<file path="src/rip_pkg.sv">
`timescale 1ns / 1ps
`default_nettype none

package rip_pkg;

  localparam int IDX_W           = 7;
  localparam int GEN_W           = 3;
  localparam int CNT_W           = $clog2(IDX_W + 1);
  localparam int ROOT_TABLE_SIZE = 16;

  localparam logic [1:0] ST_OK       = 2'd0;
  localparam logic [1:0] ST_NO_PRIME = 2'd1;
  localparam logic [1:0] ST_RANGE    = 2'd2;

  // Register index of the prime register (paddr[2])
  localparam logic REG_PRIME = 1'b0;

  localparam logic [IDX_W-1:0] PRIME_RESET = 7'd7;

  localparam logic [IDX_W-1:0] ROOT_PRIME [ROOT_TABLE_SIZE] = '{
    7'd7,  7'd11, 7'd13, 7'd17, 7'd19, 7'd23, 7'd29, 7'd31,
    7'd37, 7'd41, 7'd43, 7'd47, 7'd53, 7'd59, 7'd61, 7'd67
  };

  localparam logic [GEN_W-1:0] ROOT_GEN [ROOT_TABLE_SIZE] = '{
    3'd3, 3'd2, 3'd2, 3'd3, 3'd2, 3'd5, 3'd2, 3'd3,
    3'd2, 3'd6, 3'd3, 3'd5, 3'd2, 3'd2, 3'd2, 3'd2
  };

  typedef struct packed {
    logic             op;
    logic [IDX_W-1:0] index;
  } in_word_t;

  typedef struct packed {
    logic [IDX_W-1:0] value;
    logic [1:0]       status;
  } out_word_t;

  typedef enum logic {
    MUL_SQ,
    MUL_GEN
  } mul_sel_t;

  // Controller to datapath
  typedef struct packed {
    logic     load;
    logic     mul_start;
    mul_sel_t mul_sel;
    logic     mul_step;
    logic     exp_shift;
    logic     inv_hit;
    logic     inv_adv;
    logic     out_load;
  } cmd_t;

  // Datapath to controller
  typedef struct packed {
    logic bad;
    logic op;
    logic mul_last;
    logic exp_bit;
    logic exp_last;
    logic inv_hit;
    logic inv_end;
  } sts_t;

  // Smallest primitive root of p, zero when p is not in the table
  function automatic logic [GEN_W-1:0] gen_lookup(input logic [IDX_W-1:0] p);
    logic [GEN_W-1:0] g;
    g = '0;
    for (int i = 0; i < ROOT_TABLE_SIZE; i++) begin
      if (ROOT_PRIME[i] == p) begin
        g = ROOT_GEN[i];
      end
    end
    return g;
  endfunction

endpackage

`default_nettype wire

</file>
<file path="src/rip_dp.sv">
`timescale 1ns / 1ps
`default_nettype none

module rip_dp (
  input  wire logic                      clk,
  input  wire logic [rip_pkg::IDX_W-1:0] prime,
  input  wire rip_pkg::in_word_t         in_data,
  input  wire rip_pkg::cmd_t             cmd,
  output rip_pkg::sts_t                  sts,
  output rip_pkg::out_word_t             out_data
);

  localparam int W = rip_pkg::IDX_W;

  logic                      op_r;
  logic [W-1:0]              idx_r;
  logic [1:0]                st_r;
  logic [W-1:0]              pw_r;
  logic [W-1:0]              ma_r;
  logic [W-1:0]              mb_r;
  logic [W-1:0]              prod_r;
  logic [rip_pkg::CNT_W-1:0] mcnt_r;
  logic [W-1:0]              e_r;
  logic [rip_pkg::CNT_W-1:0] ecnt_r;
  logic [W-1:0]              i_r;
  logic [W-1:0]              val_r;
  rip_pkg::out_word_t        out_r;

  logic [rip_pkg::GEN_W-1:0] gen;
  logic [W:0]                pz;
  logic [W:0]                dbl;
  logic [W:0]                r1;
  logic [W:0]                add;
  logic [W:0]                r2;
  logic [1:0]                st_nxt;
  logic [W-1:0]              out_val;

  assign gen = rip_pkg::gen_lookup(prime);
  assign pz  = {1'b0, prime};

  // One multiplier bit per cycle: prod = 2*prod + bit*ma, reduced mod p
  always_comb begin
    dbl = {prod_r, 1'b0};
    r1  = (dbl >= pz) ? dbl - pz : dbl;
    add = {1'b0, r1[W-1:0]} + (mb_r[W-1] ? {1'b0, ma_r} : {(W+1){1'b0}});
    r2  = (add >= pz) ? add - pz : add;
  end

  always_comb begin
    if (gen == '0) begin
      st_nxt = rip_pkg::ST_NO_PRIME;
    end else if ({1'b0, in_data.index} >= pz - (W+1)'(1)) begin
      st_nxt = rip_pkg::ST_RANGE;
    end else begin
      st_nxt = rip_pkg::ST_OK;
    end
  end

  always_ff @(posedge clk) begin
    if (cmd.load) begin
      op_r   <= in_data.op;
      idx_r  <= in_data.index;
      st_r   <= st_nxt;
      pw_r   <= W'(1);
      e_r    <= in_data.index;
      ecnt_r <= rip_pkg::CNT_W'(W);
      i_r    <= '0;
      val_r  <= '0;
    end
    if (cmd.mul_start) begin
      prod_r <= '0;
      ma_r   <= pw_r;
      if (cmd.mul_sel == rip_pkg::MUL_SQ) begin
        mb_r   <= pw_r;
        mcnt_r <= rip_pkg::CNT_W'(W);
      end else begin
        mb_r   <= {gen, {(W - rip_pkg::GEN_W){1'b0}}};
        mcnt_r <= rip_pkg::CNT_W'(rip_pkg::GEN_W);
      end
    end
    if (cmd.mul_step) begin
      prod_r <= r2[W-1:0];
      mb_r   <= {mb_r[W-2:0], 1'b0};
      mcnt_r <= mcnt_r - rip_pkg::CNT_W'(1);
      if (mcnt_r == rip_pkg::CNT_W'(1)) begin
        pw_r <= r2[W-1:0];
      end
    end
    if (cmd.exp_shift) begin
      e_r    <= {e_r[W-2:0], 1'b0};
      ecnt_r <= ecnt_r - rip_pkg::CNT_W'(1);
    end
    if (cmd.inv_adv) begin
      i_r <= i_r + W'(1);
    end
    if (cmd.inv_hit) begin
      val_r <= i_r;
    end
    if (cmd.out_load) begin
      out_r.value  <= out_val;
      out_r.status <= st_r;
    end
  end

  always_comb begin
    if (st_r != rip_pkg::ST_OK) begin
      out_val = '0;
    end else if (op_r) begin
      out_val = val_r;
    end else begin
      out_val = pw_r;
    end
  end

  assign sts.bad      = (st_r != rip_pkg::ST_OK);
  assign sts.op       = op_r;
  assign sts.mul_last = (mcnt_r == rip_pkg::CNT_W'(1));
  assign sts.exp_bit  = e_r[W-1];
  assign sts.exp_last = (ecnt_r == rip_pkg::CNT_W'(1));
  assign sts.inv_hit  = ({1'b0, pw_r} == {1'b0, idx_r} + (W+1)'(1));
  assign sts.inv_end  = ({1'b0, i_r} + (W+1)'(2) >= pz);
  assign out_data     = out_r;

endmodule

`default_nettype wire

</file>
<file path="src/rip_ctrl.sv">
`timescale 1ns / 1ps
`default_nettype none

module rip_ctrl (
  input  wire logic          clk,
  input  wire logic          rst_n,
  input  wire logic          in_valid,
  output logic               in_ready,
  output logic               out_valid,
  input  wire logic          out_ready,
  input  wire rip_pkg::sts_t sts,
  output rip_pkg::cmd_t      cmd
);

  typedef enum logic [3:0] {
    S_IDLE,
    S_DISPATCH,
    S_PW_SQ,
    S_PW_CHK,
    S_PW_GEN,
    S_PW_ADV,
    S_INV_CMP,
    S_INV_MUL,
    S_FINISH
  } state_t;

  state_t state_r;
  state_t state_nxt;
  logic   out_valid_r;
  logic   out_valid_nxt;

  always_comb begin
    cmd       = '0;
    state_nxt = state_r;
    unique case (state_r)
      S_IDLE: begin
        if (in_valid) begin
          cmd.load  = 1'b1;
          state_nxt = S_DISPATCH;
        end
      end
      S_DISPATCH: begin
        if (sts.bad) begin
          state_nxt = S_FINISH;
        end else if (!sts.op) begin
          cmd.mul_start = 1'b1;
          cmd.mul_sel   = rip_pkg::MUL_SQ;
          state_nxt     = S_PW_SQ;
        end else begin
          state_nxt = S_INV_CMP;
        end
      end
      S_PW_SQ: begin
        cmd.mul_step = 1'b1;
        if (sts.mul_last) begin
          state_nxt = S_PW_CHK;
        end
      end
      S_PW_CHK: begin
        if (sts.exp_bit) begin
          cmd.mul_start = 1'b1;
          cmd.mul_sel   = rip_pkg::MUL_GEN;
          state_nxt     = S_PW_GEN;
        end else begin
          state_nxt = S_PW_ADV;
        end
      end
      S_PW_GEN: begin
        cmd.mul_step = 1'b1;
        if (sts.mul_last) begin
          state_nxt = S_PW_ADV;
        end
      end
      S_PW_ADV: begin
        cmd.exp_shift = 1'b1;
        if (sts.exp_last) begin
          state_nxt = S_FINISH;
        end else begin
          cmd.mul_start = 1'b1;
          cmd.mul_sel   = rip_pkg::MUL_SQ;
          state_nxt     = S_PW_SQ;
        end
      end
      S_INV_CMP: begin
        if (sts.inv_hit) begin
          cmd.inv_hit = 1'b1;
          state_nxt   = S_FINISH;
        end else if (sts.inv_end) begin
          state_nxt = S_FINISH;
        end else begin
          cmd.mul_start = 1'b1;
          cmd.mul_sel   = rip_pkg::MUL_GEN;
          cmd.inv_adv   = 1'b1;
          state_nxt     = S_INV_MUL;
        end
      end
      S_INV_MUL: begin
        cmd.mul_step = 1'b1;
        if (sts.mul_last) begin
          state_nxt = S_INV_CMP;
        end
      end
      S_FINISH: begin
        if (!out_valid_r || out_ready) begin
          cmd.out_load = 1'b1;
          state_nxt    = S_IDLE;
        end
      end
      default: begin
        state_nxt = S_IDLE;
      end
    endcase
  end

  always_comb begin
    if (cmd.out_load) begin
      out_valid_nxt = 1'b1;
    end else if (out_ready) begin
      out_valid_nxt = 1'b0;
    end else begin
      out_valid_nxt = out_valid_r;
    end
  end

  always_ff @(posedge clk) begin
    if (!rst_n) begin
      state_r     <= S_IDLE;
      out_valid_r <= 1'b0;
    end else begin
      state_r     <= state_nxt;
      out_valid_r <= out_valid_nxt;
    end
  end

  assign in_ready  = (state_r == S_IDLE);
  assign out_valid = out_valid_r;

endmodule

`default_nettype wire

</file>
<file path="src/rader_index_permutation.sv">
`timescale 1ns / 1ps
`default_nettype none

// Rader index permutation element. Program the prime transform length at
// byte address 0 (reset value 7); its generator comes from a built-in table
// of sixteen primes from 7 to 67. Each input word asks for one entry: op 0
// returns g^index mod prime, op 1 returns the exponent i with
// g^i mod prime == index+1. Status is 1 for a prime outside the table and
// 2 for an index of prime-1 or more (value is then 0). One word is in work
// at a time; all reduction goes through a shared modular multiplier that
// retires one multiplier bit per cycle. An op 0 word runs seven
// square-and-multiply rounds, with a multiply by the generator for each
// set exponent bit, between accept and dispatch and the output load; an
// op 1 word compares g^i with index+1 for i from 0 up, a miss adding a
// multiply by the generator. An error word goes from dispatch straight
// to the output load. The finished word sits in an output register,
// so the block is free again as soon as that register can take it.
module rader_index_permutation (
  input  wire logic               clk,
  input  wire logic               rst_n,
  // input words
  input  wire logic               in_valid,
  output logic                    in_ready,
  input  wire rip_pkg::in_word_t  in_data,
  // result words
  output logic                    out_valid,
  input  wire logic               out_ready,
  output rip_pkg::out_word_t      out_data,
  // APB-style configuration
  input  wire logic               psel,
  input  wire logic               penable,
  input  wire logic               pwrite,
  input  wire logic [2:0]         paddr,
  input  wire logic [31:0]        pwdata,
  output logic [31:0]             prdata,
  output logic                    pready
);

  logic [rip_pkg::IDX_W-1:0] prime_r;
  logic                      cfg_wr;
  rip_pkg::cmd_t             cmd;
  rip_pkg::sts_t             sts;

  // Register write lands on the access phase; no wait states
  assign pready = 1'b1;
  assign cfg_wr = psel && penable && pwrite;

  always_ff @(posedge clk) begin
    if (!rst_n) begin
      prime_r <= rip_pkg::PRIME_RESET;
    end else if (cfg_wr && (paddr[2] == rip_pkg::REG_PRIME)) begin
      prime_r <= pwdata[rip_pkg::IDX_W-1:0];
    end
  end

  // Read back the prime; the unused slot reads zero
  always_comb begin
    if (paddr[2] == rip_pkg::REG_PRIME) begin
      prdata = {{(32 - rip_pkg::IDX_W){1'b0}}, prime_r};
    end else begin
      prdata = '0;
    end
  end

  // Sequencer: accept, dispatch on op, drive the multiplier loops
  rip_ctrl u_ctrl (
    .clk       (clk),
    .rst_n     (rst_n),
    .in_valid  (in_valid),
    .in_ready  (in_ready),
    .out_valid (out_valid),
    .out_ready (out_ready),
    .sts       (sts),
    .cmd       (cmd)
  );

  // Operand, power, exponent and counter registers plus the modular multiplier
  rip_dp u_dp (
    .clk      (clk),
    .prime    (prime_r),
    .in_data  (in_data),
    .cmd      (cmd),
    .sts      (sts),
    .out_data (out_data)
  );

`ifndef SYNTHESIS
  // One word at a time: accepting a word drops ready for the next cycle
  a_busy_after_accept: assert property (
    @(posedge clk) disable iff (!rst_n)
    in_valid && in_ready |=> !in_ready
  ) else $error("in_ready stayed high after accepting a word");

  // An error status always carries a zero value
  a_err_value_zero: assert property (
    @(posedge clk) disable iff (!rst_n)
    out_valid && (out_data.status != rip_pkg::ST_OK) |-> out_data.value == '0
  ) else $error("nonzero value with error status");

  // A good result stays below the prime register's current value
  a_ok_below_prime: assert property (
    @(posedge clk) disable iff (!rst_n)
    out_valid && (out_data.status == rip_pkg::ST_OK) |-> out_data.value < prime_r
  ) else $error("result value not reduced by the prime");

  // Error statuses only for the table miss and the range check
  a_status_code: assert property (
    @(posedge clk) disable iff (!rst_n)
    out_valid |-> (out_data.status == rip_pkg::ST_OK) ||
                  (out_data.status == rip_pkg::ST_NO_PRIME) ||
                  (out_data.status == rip_pkg::ST_RANGE)
  ) else $error("undefined status code");
`endif

endmodule

`default_nettype wire

</file>
<file path="config.mk">
export PLATFORM = sky130hd
export DESIGN_NAME = rader_index_permutation
export DESIGN_NICKNAME = d
export VERILOG_FILES = /design/src/rip_pkg.sv /design/src/rip_dp.sv /design/src/rip_ctrl.sv /design/src/rader_index_permutation.sv
export SDC_FILE = /design/constraint.sdc
export NUM_CORES = 1
export LEC_CHECK = 0
export ABC_CLOCK_PERIOD_IN_PS = 7000
export BUFFER_PORTS_ARGS = -buffer_cell sky130_fd_sc_hd__buf_4
export CAP_MARGIN = 30
export CORE_MARGIN = 4
export CORE_UTILIZATION = 57
export CTS_CLUSTER_SIZE = 12
export DETAILED_ROUTE_END_ITERATION = 12
export GPL_TIMING_DRIVEN = 0
export HOLD_SLACK_MARGIN = 0.05
export PLACE_DENSITY = 0.81
export SLEW_MARGIN = 5
export SYNTH_ARGS = -nofsm -noshare
export SYNTH_HDL_FRONTEND = slang
export SYNTH_SLANG_ARGS = --single-unit
export TNS_END_PERCENT = 30
</file>
<file path="constraint.sdc">
create_clock -name clk -period 7 [get_ports clk]
set_input_delay 0.35 -clock clk [delete_from_list [all_inputs] [get_ports clk]]
set_output_delay 0.35 -clock clk [all_outputs]
set_load 0.01 [all_outputs]
</file>
==> results.toml <==
[sta]
grt_setup_unrepaired = "no"
clock_skew_ns = 0.0176
period_share = 0.848
finalSetupTns_ns = 0
worst_slew_pin_slew_ns = 0.773
setup_viol = 0
hold_violations = 0
slew_violations = 0
max_clock_freq_mhz = 168
finalHoldWorstSlack_ns = 0.167
fin_crit_ns = 5.94
maxSlewHeadroom = 0.483
fin_ws_ns = 1.06

[logic_synthesis]
async_reset_ff_frac = 0
synth_top_cells_by_area = "edfxtp_1 (34%), ha_1 (10%), dfxtp_1 (7.4%)"
ys_seq_area_frac = 0.417
yosys.area.top_type = "edfxtp_1"
synth_cell_types = 67
netlist_area_mm2 = 0.00569
netlist_instances = 569
synth_common_cells = "edfxtp_1 (65), nor2_1 (53), ha_1 (46)"
netlist.area_leader.share = 0.343
ys_ff_latch = 86
dominantRegCellSynth = "edfxtp_1"
avgSynthCellArea_um2 = 10.0
synth_most_common_cell = "edfxtp_1"
synth_warnings = 0
synth_edf_count = 65

[floorplanning]
initial_core_util = 0.585
ios = 94
fp.dieH_um = 108
coreArea_mm2 = 0.00973
chipWidth_um = 108
rows = 36
die_area_mm2 = 0.0116

[placement]
place_congestion = 0.945
placed_area_mm2 = 0.00624
dp_slack_ns = 1.16
hpwl_um = 9750
dp_cells = 765
numPortBuffers = 39

[worst_hold_path]
hold_class = "primary input to flip-flop"
whs_path_depth = 1
hold_end = "u_dp.op_r"
hp-start = "in_data[7]"

[worst_setup_path]
crit_type = "flip-flop to flip-flop"
regToRegStartpoint = "prime_r[2]"
arrival_ns = 6.21
cp-start-kind = "flip-flop"
path_max_fanout = 9
ff2ff_path_depth = 21
crit_required_ns = 7.27
reg2reg_to = "u_dp.pw_r[0]"
r2r_slack_ns = 1.06
end_kind = "flip-flop"

[route]
totalWireLength_um = 12800
drt-initial-drc-count = 322
drc_errors = 0
via_per_inst = 5.65
dr_total_vias = 4409
firstDrtPassIters = 7
wire_per_inst_um = 16.4
ant_nets = 0

[clocking]
clockBufferDepth = 2
holdBufCountCts = 0
clock_latency_ns = 0.36
ctsResizeCount = 0
cts_root_buffer = "clkbuf_8"
post_cts.repair.setup_buffers = 0
path_clk_slew_ns = 0.10
cts_tree = "done"
numCtsBuffers = 9
cts_max_level = 3
clock-sinks = 86

[grt]
grt_max_degree = 20
grt_overflow = 0
grt_pass1_wl_um = 20700
antenna_found_initial = 0
grt.total_usage = 0.229
grt_pass1_vias = 4247

[final_layout]
finish.instance_area_mm2 = 0.00642
synthToLayoutAreaGrowth_pct = 12.8
diodes = 0
final.fill_count = 816
layout.cells.non_filler = 781
final_nets = 742
drive_gt1_frac = 0.159

[power_and_ir_drop]
p_leak_uw = 0.00270
vdd_drop_max_v = 0.000476
power_density_mw_per_mm2 = 448

[job]
cap_violations = 0

[status]
outcome = "finished clean"
==> through the flow <==
step / total power [µW] / util
floorplan: 2140 / -
global placement: 2450 / 0.641
detailed placement: 2530 / 0.641
CTS: 2870 / 0.660
global route: 3110 / 0.660
finish: 2880 / 0.660
==> power breakdown <==
| part | switching, µW | internal (µW) |
|---|---|---|
| clock network | 194 | 134 |
| logic | 1020 | 713 |
| registers | 86.2 | 734 |
| total | 1300 | 1580 |
==> cell usage in the layout (no fill, tap or decap), drive strengths merged, types with 8 or more instances in the layout <==
cell,count
a21oi,26
a22o,9
and2,9
and3,8
buf,69
clkbuf,26
conb,26
dfxtp,21
edfxtp,65
ha,46
inv,30
mux2i,16
nand2,40
nand2b,8
nand3,20
nor2,53
nor2b,9
o21ai,24
xnor2,22
xor2,15
==> registers in the layout (all words and copies together), names as in the netlist <==
signal and count:
u_dp.e_r 7, u_dp.ecnt_r 3, u_dp.op_r 1, u_dp.ma_r 7, u_dp.mb_r 7, prime_r 7
u_ctrl.out_valid 1, u_ctrl.state_r 4, u_dp.pw_r 7, u_dp.out_data 9, u_dp.mcnt_r 3, u_dp.prod_r 7
u_dp.val_r 7, u_dp.idx_r 7, u_dp.i_r 7, u_dp.st_r 2
==> layout make-up <==
cell class	instances	area (µm²)	share of cell area
multi-input combinational	432	3020	0.471
clock inverter	7	55.1	0.00858
inverter	28	105	0.0164
tap	133	166	0.0259
clock buffer	9	124	0.0193
timing repair buffer	39	293	0.0456
sequential	86	2370	0.370
buffer	47	282	0.0439
==> kinds of logic after synthesis <==
group | after synthesis | share of synthesized area
multiplexers | 22 | 0.0400
flip-flops | 86 | 0.417
AO/OA/AOI/OAI | 119 | 0.150
adder cells (fa/ha/maj) | 49 | 0.112
buffers and inverters | 75 | 0.0680
other | 2 | 0.00132
XOR/XNOR | 37 | 0.0570
AND/OR/NAND/NOR | 179 | 0.155
==> layer usage <==
layer	GRT usage	share of wire	up-vias	routed length [µm]
met5	0	0	-	0
met4	0.0992	0.033	0	421
met3	0.0342	0.047	25	606
met2	0.384	0.49	145	6340
met1	0.294	0.43	2065	5450
li1	-	-	2174	-
==> critical path, cell delays in order, from the launching register on <==
cell and delay [ns]:
dfxtp_1 0.32, clkbuf_1 0.36, inv_1 0.30, ha_1 0.42
a21o_1 0.20, a21oi_1 0.25, nor2b_1 0.08, o21a_1 0.20
o32a_1 0.18, clkbuf_1 0.20, mux2_2 0.33, ha_1 0.32
nor2b_1 0.14, o21a_1 0.21, o21a_1 0.19, o311ai_1 0.43
ha_1 0.36, nand4_1 0.11, o21ai_0 0.18, a221oi_4 0.50
mux2_2 0.42, o21ai_0 0.15
==> worst max path at each step <==
stage	from	to
5_1_grt	prime_r[2]	u_dp.pw_r[0]
3_3_place_gp	prime_r[2]	u_dp.prod_r[3]
2_1_floorplan	prime_r[2]	u_dp.prod_r[0]
6_report	prime_r[2]	u_dp.pw_r[0]
3_5_place_dp	prime_r[2]	u_dp.prod_r[1]
4_1_cts	prime_r[2]	u_dp.prod_r[1]
(Power assumes the default switching activity.)
